--- config.mk ---
export PLATFORM = sky130hd
export DESIGN_NAME = ddim_coef
export DESIGN_NICKNAME = d
export VERILOG_FILES = /design/src/ddim_pkg.sv /design/src/ddim_coef.sv
export SDC_FILE = /design/constraint.sdc
export NUM_CORES = 2
export LEC_CHECK = 0
export BUFFER_PORTS_ARGS = -buffer_cell sky130_fd_sc_hd__buf_2
export CAP_MARGIN = 10
export CORE_MARGIN = 10
export CORE_UTILIZATION = 55
export CTS_CLUSTER_DIAMETER = 200
export DETAILED_ROUTE_END_ITERATION = 12
export GPL_ROUTABILITY_DRIVEN = 0
export HOLD_SLACK_MARGIN = 0.1
export PLACE_DENSITY_LB_ADDON = 0.12
export SETUP_SLACK_MARGIN = 0.5
export SYNTH_ARGS = -nofsm -noshare
export SYNTH_HDL_FRONTEND = slang
export SYNTH_SLANG_ARGS = --single-unit
--- constraint.sdc ---
create_clock -name i_clk -period 10.5 [get_ports i_clk]
set_input_delay 1.05 -clock i_clk [delete_from_list [all_inputs] [get_ports i_clk]]
set_output_delay 1.05 -clock i_clk [all_outputs]
set_load 0.05 [all_outputs]
--- src/ddim_pkg.sv ---
// Shared constants, register codes and coefficient type for the DDIM step unit.
`timescale 1ns / 1ps
package ddim_pkg;

    // Default sample width
    localparam int DEF_DATA_WIDTH = 24;

    // Coefficient format: unsigned Q.24
    localparam int                CF_BITS = 24;
    localparam int                CO_W    = 25;
    localparam logic [CO_W-1:0]   CF_ONE  = 25'h100_0000;
    localparam logic [CO_W-1:0]   SQ_MIN  = 25'd4096;

    // Intermediate x0 / eps limit, +-(2^36 - 1)
    localparam int                MID_W   = 38;
    localparam logic [MID_W-1:0]  MID_LIM = 38'h0F_FFFF_FFFF;

    // Register widths
    localparam int A_W        = 24;
    localparam int P_W        = 25;
    localparam int E_W        = 17;
    localparam int MODE_W     = 2;
    localparam int CFG_IDX_W  = 4;
    localparam int CFG_DATA_W = 25;

    // Register indexes
    localparam logic [CFG_IDX_W-1:0] CFG_ALPHA_NOW    = 4'd0;
    localparam logic [CFG_IDX_W-1:0] CFG_ALPHA_BEFORE = 4'd1;
    localparam logic [CFG_IDX_W-1:0] CFG_ETA_LEVEL    = 4'd2;
    localparam logic [CFG_IDX_W-1:0] CFG_PRED_MODE    = 4'd3;

    // Register reset values
    localparam logic [A_W-1:0]    ALPHA_NOW_RST    = 24'h80_0000;
    localparam logic [P_W-1:0]    ALPHA_BEFORE_RST = 25'h100_0000;
    localparam logic [E_W-1:0]    ETA_LEVEL_RST    = 17'd0;

    // Prediction modes
    localparam logic [MODE_W-1:0] MODE_EPS    = 2'd0;
    localparam logic [MODE_W-1:0] MODE_SAMPLE = 2'd1;
    localparam logic [MODE_W-1:0] MODE_VPRED  = 2'd2;

    // Per-step coefficients
    typedef struct packed {
        logic [CO_W-1:0] sa;
        logic [CO_W-1:0] sb;
        logic [CO_W-1:0] sap;
        logic [CO_W-1:0] dir;
        logic [CO_W-1:0] sd;
    } t_coef;

endpackage

--- src/ddim_coef.sv ---
// Sequential coefficient engine: square roots, quotients and products of the step.
`timescale 1ns / 1ps
module ddim_coef (
    input  logic                        i_clk,
    input  logic                        i_rst_n,
    input  logic                        i_start,
    input  logic [ddim_pkg::A_W-1:0]    i_alpha_now,
    input  logic [ddim_pkg::P_W-1:0]    i_alpha_before,
    input  logic [ddim_pkg::E_W-1:0]    i_eta_level,
    output ddim_pkg::t_coef             o_coef,
    output logic                        o_busy
);
    import ddim_pkg::*;

    typedef enum logic [3:0] {
        S_SA, S_SB, S_SAP, S_R1, S_R2, S_VAR, S_SV, S_SD, S_SD2, S_DIR, S_DONE
    } t_state;

    t_state             r_state;
    logic               r_run;
    logic [5:0]         r_cnt;
    logic [63:0]        r_sq_val;
    logic [34:0]        r_sq_rem;
    logic [31:0]        r_sq_root;
    logic [47:0]        r_dv_num;
    logic [25:0]        r_dv_rem;
    logic [24:0]        r_dv_q;
    logic [CO_W-1:0]    r_dv_den;
    logic [24:0]        r_r1;
    logic [24:0]        r_r2;
    logic [49:0]        r_var;
    logic [CO_W-1:0]    r_sv;
    logic [49:0]        r_sd2;
    logic [CO_W-1:0]    r_sa;
    logic [CO_W-1:0]    r_sb;
    logic [CO_W-1:0]    r_sap;
    logic [CO_W-1:0]    r_dir;
    logic [CO_W-1:0]    r_sd;

    logic [A_W-1:0]     a_eff;
    logic [P_W-1:0]     p_eff;
    logic [CO_W-1:0]    om_a;
    logic [CO_W-1:0]    om_p;
    logic [CO_W-1:0]    p_m_a;
    logic [47:0]        base;
    logic               dir_pos;
    logic [63:0]        sq_in;
    logic [34:0]        sq_t;
    logic [34:0]        sq_trial;
    logic               sq_ge;
    logic [34:0]        n_sq_rem;
    logic [31:0]        n_sq_root;
    logic [25:0]        dv_t;
    logic               dv_ge;
    logic [25:0]        n_dv_rem;
    logic [24:0]        n_dv_q;
    logic [41:0]        eta_prod;

    // Clamp the alphas into their legal ranges
    always_comb begin
        a_eff    = (i_alpha_now == '0) ? A_W'(1) : i_alpha_now;
        p_eff    = (i_alpha_before == '0) ? P_W'(1) :
                   ((i_alpha_before > CF_ONE) ? CF_ONE : i_alpha_before);
        om_a     = CF_ONE - {1'b0, a_eff};
        om_p     = CF_ONE - p_eff;
        p_m_a    = p_eff - {1'b0, a_eff};
        base     = {om_p[23:0], 24'd0};
        dir_pos  = {2'b00, base} > r_sd2;
        eta_prod = i_eta_level * r_sv;
    end

    // Select the radicand for the current state
    always_comb begin
        case (r_state)
            S_SA:    sq_in = {16'd0, a_eff, 24'd0};
            S_SB:    sq_in = {16'd0, om_a[23:0], 24'd0};
            S_SAP:   sq_in = {15'd0, p_eff, 24'd0};
            S_SV:    sq_in = {14'd0, r_var};
            default: sq_in = {16'd0, base - r_sd2[47:0]};
        endcase
    end

    // One root bit per cycle
    always_comb begin
        sq_t      = {r_sq_rem[32:0], r_sq_val[63:62]};
        sq_trial  = {1'b0, r_sq_root, 2'b01};
        sq_ge     = sq_t >= sq_trial;
        n_sq_rem  = sq_ge ? (sq_t - sq_trial) : sq_t;
        n_sq_root = {r_sq_root[30:0], sq_ge};
    end

    // One quotient bit per cycle
    always_comb begin
        dv_t     = {r_dv_rem[24:0], r_dv_num[47]};
        dv_ge    = dv_t >= {1'b0, r_dv_den};
        n_dv_rem = dv_ge ? (dv_t - {1'b0, r_dv_den}) : dv_t;
        n_dv_q   = {r_dv_q[23:0], dv_ge};
    end

    // Sequencer
    always_ff @(posedge i_clk) begin
        if (!i_rst_n) begin
            r_state <= S_SA;
            r_run   <= 1'b0;
            r_cnt   <= '0;
        end else if (i_start) begin
            r_state <= S_SA;
            r_run   <= 1'b0;
            r_cnt   <= '0;
        end else begin
            unique case (r_state)
                S_SA, S_SB, S_SAP, S_SV, S_DIR: begin
                    if (!r_run) begin
                        if (r_state == S_DIR && !dir_pos) begin
                            r_dir   <= '0;
                            r_state <= S_DONE;
                        end else begin
                            r_sq_val  <= sq_in;
                            r_sq_rem  <= '0;
                            r_sq_root <= '0;
                            r_cnt     <= '0;
                            r_run     <= 1'b1;
                        end
                    end else begin
                        r_sq_val  <= {r_sq_val[61:0], 2'b00};
                        r_sq_rem  <= n_sq_rem;
                        r_sq_root <= n_sq_root;
                        r_cnt     <= r_cnt + 6'd1;
                        if (r_cnt == 6'd31) begin
                            r_run <= 1'b0;
                            case (r_state)
                                S_SA: begin
                                    r_sa    <= n_sq_root[CO_W-1:0];
                                    r_state <= S_SB;
                                end
                                S_SB: begin
                                    r_sb    <= n_sq_root[CO_W-1:0];
                                    r_state <= S_SAP;
                                end
                                S_SAP: begin
                                    r_sap   <= n_sq_root[CO_W-1:0];
                                    r_state <= S_R1;
                                end
                                S_SV: begin
                                    r_sv    <= n_sq_root[CO_W-1:0];
                                    r_state <= S_SD;
                                end
                                default: begin
                                    r_dir   <= n_sq_root[CO_W-1:0];
                                    r_state <= S_DONE;
                                end
                            endcase
                        end
                    end
                end
                S_R1, S_R2: begin
                    if (!r_run) begin
                        if (r_state == S_R1 && !(p_eff > {1'b0, a_eff})) begin
                            r_var   <= '0;
                            r_state <= S_SV;
                        end else begin
                            r_dv_num <= (r_state == S_R1) ? {om_p[23:0], 24'd0}
                                                          : {p_m_a[23:0], 24'd0};
                            r_dv_den <= (r_state == S_R1) ? om_a : p_eff;
                            r_dv_rem <= '0;
                            r_dv_q   <= '0;
                            r_cnt    <= '0;
                            r_run    <= 1'b1;
                        end
                    end else begin
                        r_dv_num <= {r_dv_num[46:0], 1'b0};
                        r_dv_rem <= n_dv_rem;
                        r_dv_q   <= n_dv_q;
                        r_cnt    <= r_cnt + 6'd1;
                        if (r_cnt == 6'd47) begin
                            r_run <= 1'b0;
                            if (r_state == S_R1) begin
                                r_r1    <= n_dv_q;
                                r_state <= S_R2;
                            end else begin
                                r_r2    <= n_dv_q;
                                r_state <= S_VAR;
                            end
                        end
                    end
                end
                S_VAR: begin
                    r_var   <= r_r1 * r_r2;
                    r_state <= S_SV;
                end
                S_SD: begin
                    r_sd    <= eta_prod[40:16];
                    r_state <= S_SD2;
                end
                S_SD2: begin
                    r_sd2   <= r_sd * r_sd;
                    r_state <= S_DIR;
                end
                S_DONE: begin
                    r_state <= S_DONE;
                end
                default: begin
                    r_state <= S_SA;
                end
            endcase
        end
    end

    assign o_coef = '{sa: r_sa, sb: r_sb, sap: r_sap, dir: r_dir, sd: r_sd};
    assign o_busy = (r_state != S_DONE);

    // Hold the finished set until the next restart
    a_done_hold: assert property (@(posedge i_clk) disable iff (!i_rst_n)
        (r_state == S_DONE && !i_start) |=> (r_state == S_DONE))
        else $error("coefficient set left done state without restart");

    // Root coefficients never fall below the smallest root
    a_div_min: assert property (@(posedge i_clk) disable iff (!i_rst_n)
        (r_state == S_DONE) |-> (r_sa >= SQ_MIN && r_sb >= SQ_MIN && r_sap >= SQ_MIN))
        else $error("root coefficient below minimum");

    // Direction scale stays within 1.0
    a_dir_max: assert property (@(posedge i_clk) disable iff (!i_rst_n)
        (r_state == S_DONE) |-> (r_dir <= CF_ONE))
        else $error("direction scale above one");

endmodule

==> metrics <==
status completed; Area Growth Syn to Fin 6.30%; DIE WIDTH 396 um; list of most frequent post-synthesis cells 1,825 x inv_1, 1,335 x fa_1, 973 x nand2_1; R2R Path Start r_sd[3]$_DFFE_PP_; Post-Route WL 212 mm; arrival time worst endpoint 9120 ps; routed vias 56,283; RSZ-0062 raised after global routing false; worst vdd rail ir drop 0.000179 V; CTS clock-pin slew for the worst setup and hold paths 60 ps; sequential area share after synthesis 20.6%; Slew @ Worst Pin 1370 ps; post-synth top area cell fa_1; critical-path cell list inv_1, nor2_1, fa_1, fa_1, fa_1, inv_1, fa_1, inv_1, fa_1, fa_1, fa_1, ha_1, nand4_1, nor4_1, nand3_1, o221ai_1, o21ai_1, o31a_1, o21ai_1, nand3_1, a311o_1, xnor2_1; async set-reset flop share out of synthesis 0%; largest net degree at the start of global routing 88; final setup vio count 0; Setup Crit Path Kind reg2reg; Worst Hold Class reg2reg; TritonRoute pass-1 iters 5; starting density of the core 55.2%; Clock Tree Buf Depth 3; first-pass GRT wire length 336 mm; GRT Total Usage 27.1%; startpoint type of the worst setup path flop; most common cell in the netlist inv_1; Die Y 396 um; die area 157,000 um^2; # Max-Cap Violations 0; syn nets 10,123; Max FO, Critical Path 23; buffers and inverters on the worst path 3; CP max stage delay 1050 ps; Comb power frac 38.6%; number of global-route vias before repair 59,464; port bufs 194; setup slack, reg-to-reg 1820 ps; Post-Syn Area 77,900 um^2; layout net count 10,116; Critical Path RT 10,940 ps; Tot Pwr 0.00787 W; initial antenna violation count 37; GRT overflow 0; H-tree depth 2; Compound-Gate Fraction of Synth Area 7.55%; clock root cell clkbuf_16; Worst path top cell family by delay adder cells; Adder-Cell Fraction of Synth Area 43.8%; I/O pins 195; Hold Path Stages 0; CP max-delay cell edfxtp_1; Cell Rows 138; Post-synth top flop edfxtp_1; Internal Pwr Total 0.00502 W; Final Skew 84.2 ps; Hold Path End r_r1[24]$_DFFE_PP_; total negative slack 0 ps; total core area 141,000 um^2; via density per instance 5.58; most numerous cell on the critical path fa_1; Simple-Gate Fraction of Synth Area 14.2%; Final Slew Violations 0; multiplexer share of the synthesized area 0.514%; Mapped Cells 8,126; layout cells sized above 1 5.42%; Psw 0.00284 W; EDFF count, synth 526; sw frac 36.1%; Clk Latency, worst-skew pair 710 ps; synthesized area per cell 9.59 um^2; synth warn 0; #FFs+latches synth 537; post-DR wirelength/cell 21.0 um; dpl hpwl 165 mm; LEAKAGE 40.1 nW; Yosys cell types 90; CTS Hold Bufs 0; clock sinks 537; Fin. Hold Viols 0; post-CTS setup repair buffer count 0; RR Endpoint r_sd2[48]$_DFFE_PP_; Min Clock Period, post-route 8680 ps; Rel. slew slack 8.38%; fill count 12,307; CTS tree yes; Clock Power Share 29.3%; Worst Min Path Start r_dv_q[23]$_SDFFCE_PN0P_; CTS Buf Count 59; sequential share of power 32.1%; Post-Synth XOR/XNOR Area 2.92%; Max Fclk 0.115 GHz; largest family of logic cells by synthesized area adder cells; Starting DRT DRC Count 4,754; Synth area leaders fa_1 34%, edfxtp_1 20%, ha_1 9.5%; ANT nets after route 0; post-CTS resize count 0; DRC viols 0; Power Dens Cells 95.0 nW/um^2; Yosys top cell area share 34.3%; worst-case reg-to-reg path depth 22; crit path capture type flop; final worst path period share 82.6%
[cells by family (layout without fill, tap and decap cells)]
group | count (synthesis) | in the layout
and+or+nand+nor | 2296 | 2296
buffers and inverters | 2162 | 2206
adders and majority gates | 1928 | 1928
AOI/OAI and AO/OA | 905 | 905
DFF | 537 | 537
xor gates and xnor gates | 260 | 260
muxes | 38 | 38
other | 0 | 18
[through the flow]
stage | worst slack [ps] | util (%) | hold WS [ps] | cells | instance area (um^2)
2_1_floorplan | 1470 | - | 421 | 8126 | 77900
3_3_place_gp | 2010 | 57.2 | 424 | 9948 | 80600
3_5_place_dp | 1920 | 57.2 | 434 | 9948 | 80600
4_1_cts | 1880 | 58.7 | 448 | 10060 | 82800
5_1_grt | 1330 | 58.7 | 453 | 10072 | 82800
6_report | 1820 | 58.7 | 447 | 10078 | 82800
[registers in the layout (all words and copies together) (netlist names), 6 cells and up]
signal     flops
r_dv_den      25
r_sq_val      64
r_cnt          6
r_dir         25
r_sd2         49
r_sa          25
r_dv_num      24
r_var         50
r_sq_rem      33
r_sv          25
r_sq_root     32
r_r1          25
r_dv_rem      25
r_sap         25
r_sd          25
r_sb          25
r_r2          25
r_dv_q        24
[power groups by stage]
| stage | Clock, W | Combinational (W) | Sequential [W] |
|---|---|---|---|
| 2_1_floorplan | 0 | 0.00213 | 0.00256 |
| 3_3_place_gp | 0 | 0.00300 | 0.00257 |
| 3_5_place_dp | 0 | 0.00300 | 0.00257 |
| 4_1_cts | 0.00235 | 0.00305 | 0.00253 |
| 5_1_grt | 0.00242 | 0.00342 | 0.00253 |
| 6_report | 0.00231 | 0.00303 | 0.00253 |
[per-layer routing]
metal	GRT usage, %	vias up	routed length [um]
met5	0	-	72
met4	8.14	12	6670
met3	4.17	365	17000
met2	42.9	2198	97500
met1	38.6	28475	90400
li1	-	25233	-
[worst max path at each step]
stage                             startpoint                         to  slack, ps  cells after the start
final                      r_sd[3]$_DFFE_PP_        r_sd2[48]$_DFFE_PP_       1820                     22
after global placement     r_sd[3]$_DFFE_PP_        r_sd2[48]$_DFFE_PP_       2010                     22
after CTS                  r_sd[3]$_DFFE_PP_        r_sd2[48]$_DFFE_PP_       1880                     22
after floorplan           i_alpha_before[15]  r_sq_rem[0]$_SDFFCE_PN0P_       1470                     21
after detailed placement   r_sd[3]$_DFFE_PP_        r_sd2[48]$_DFFE_PP_       1920                     22
after global routing       r_sd[3]$_DFFE_PP_        r_sd2[48]$_DFFE_PP_       1330                     22
[cell usage in the layout (no fill, tap or decap), types with 12 or more instances in the layout]
cell and count:
inv_1 1824, fa_1 1335, nand2_1 973, and2_1 636, ha_1 593, edfxtp_1 526
nor2_1 323, a21oi_1 265, buf_2 194, o21ai_0 166, xnor2_1 163, a21o_1 119
xor2_1 97, buf_4 72, nand3_1 70, clkbuf_16 59, nor3_1 50, nor2b_1 46
and3_1 42, a211oi_1 41, a31oi_1 38, o21a_1 30, a221oi_1 29, nand4_1 28
nand2b_1 28, o21bai_1 27, mux2i_1 25, o211ai_1 21, a22oi_1 20, diode_2 18
nor4_1 18, or3_1 17, a31o_2 16, or2_2 13, mux2_2 12
[layout make-up]
class	instances	area, um^2	share of cell area (%)
Inverter	1828	6860	8.29
Tap cell	1890	2360	2.86
Timing Repair Buffer	266	1510	1.82
Clock inverter	46	646	0.779
Clock buffer	66	1500	1.81
Antenna cell	18	45.0	0.0544
Multi-Input combinational cell	5427	53900	65.0
Sequential cell	537	16000	19.3
(Power assumes the default switching activity.)
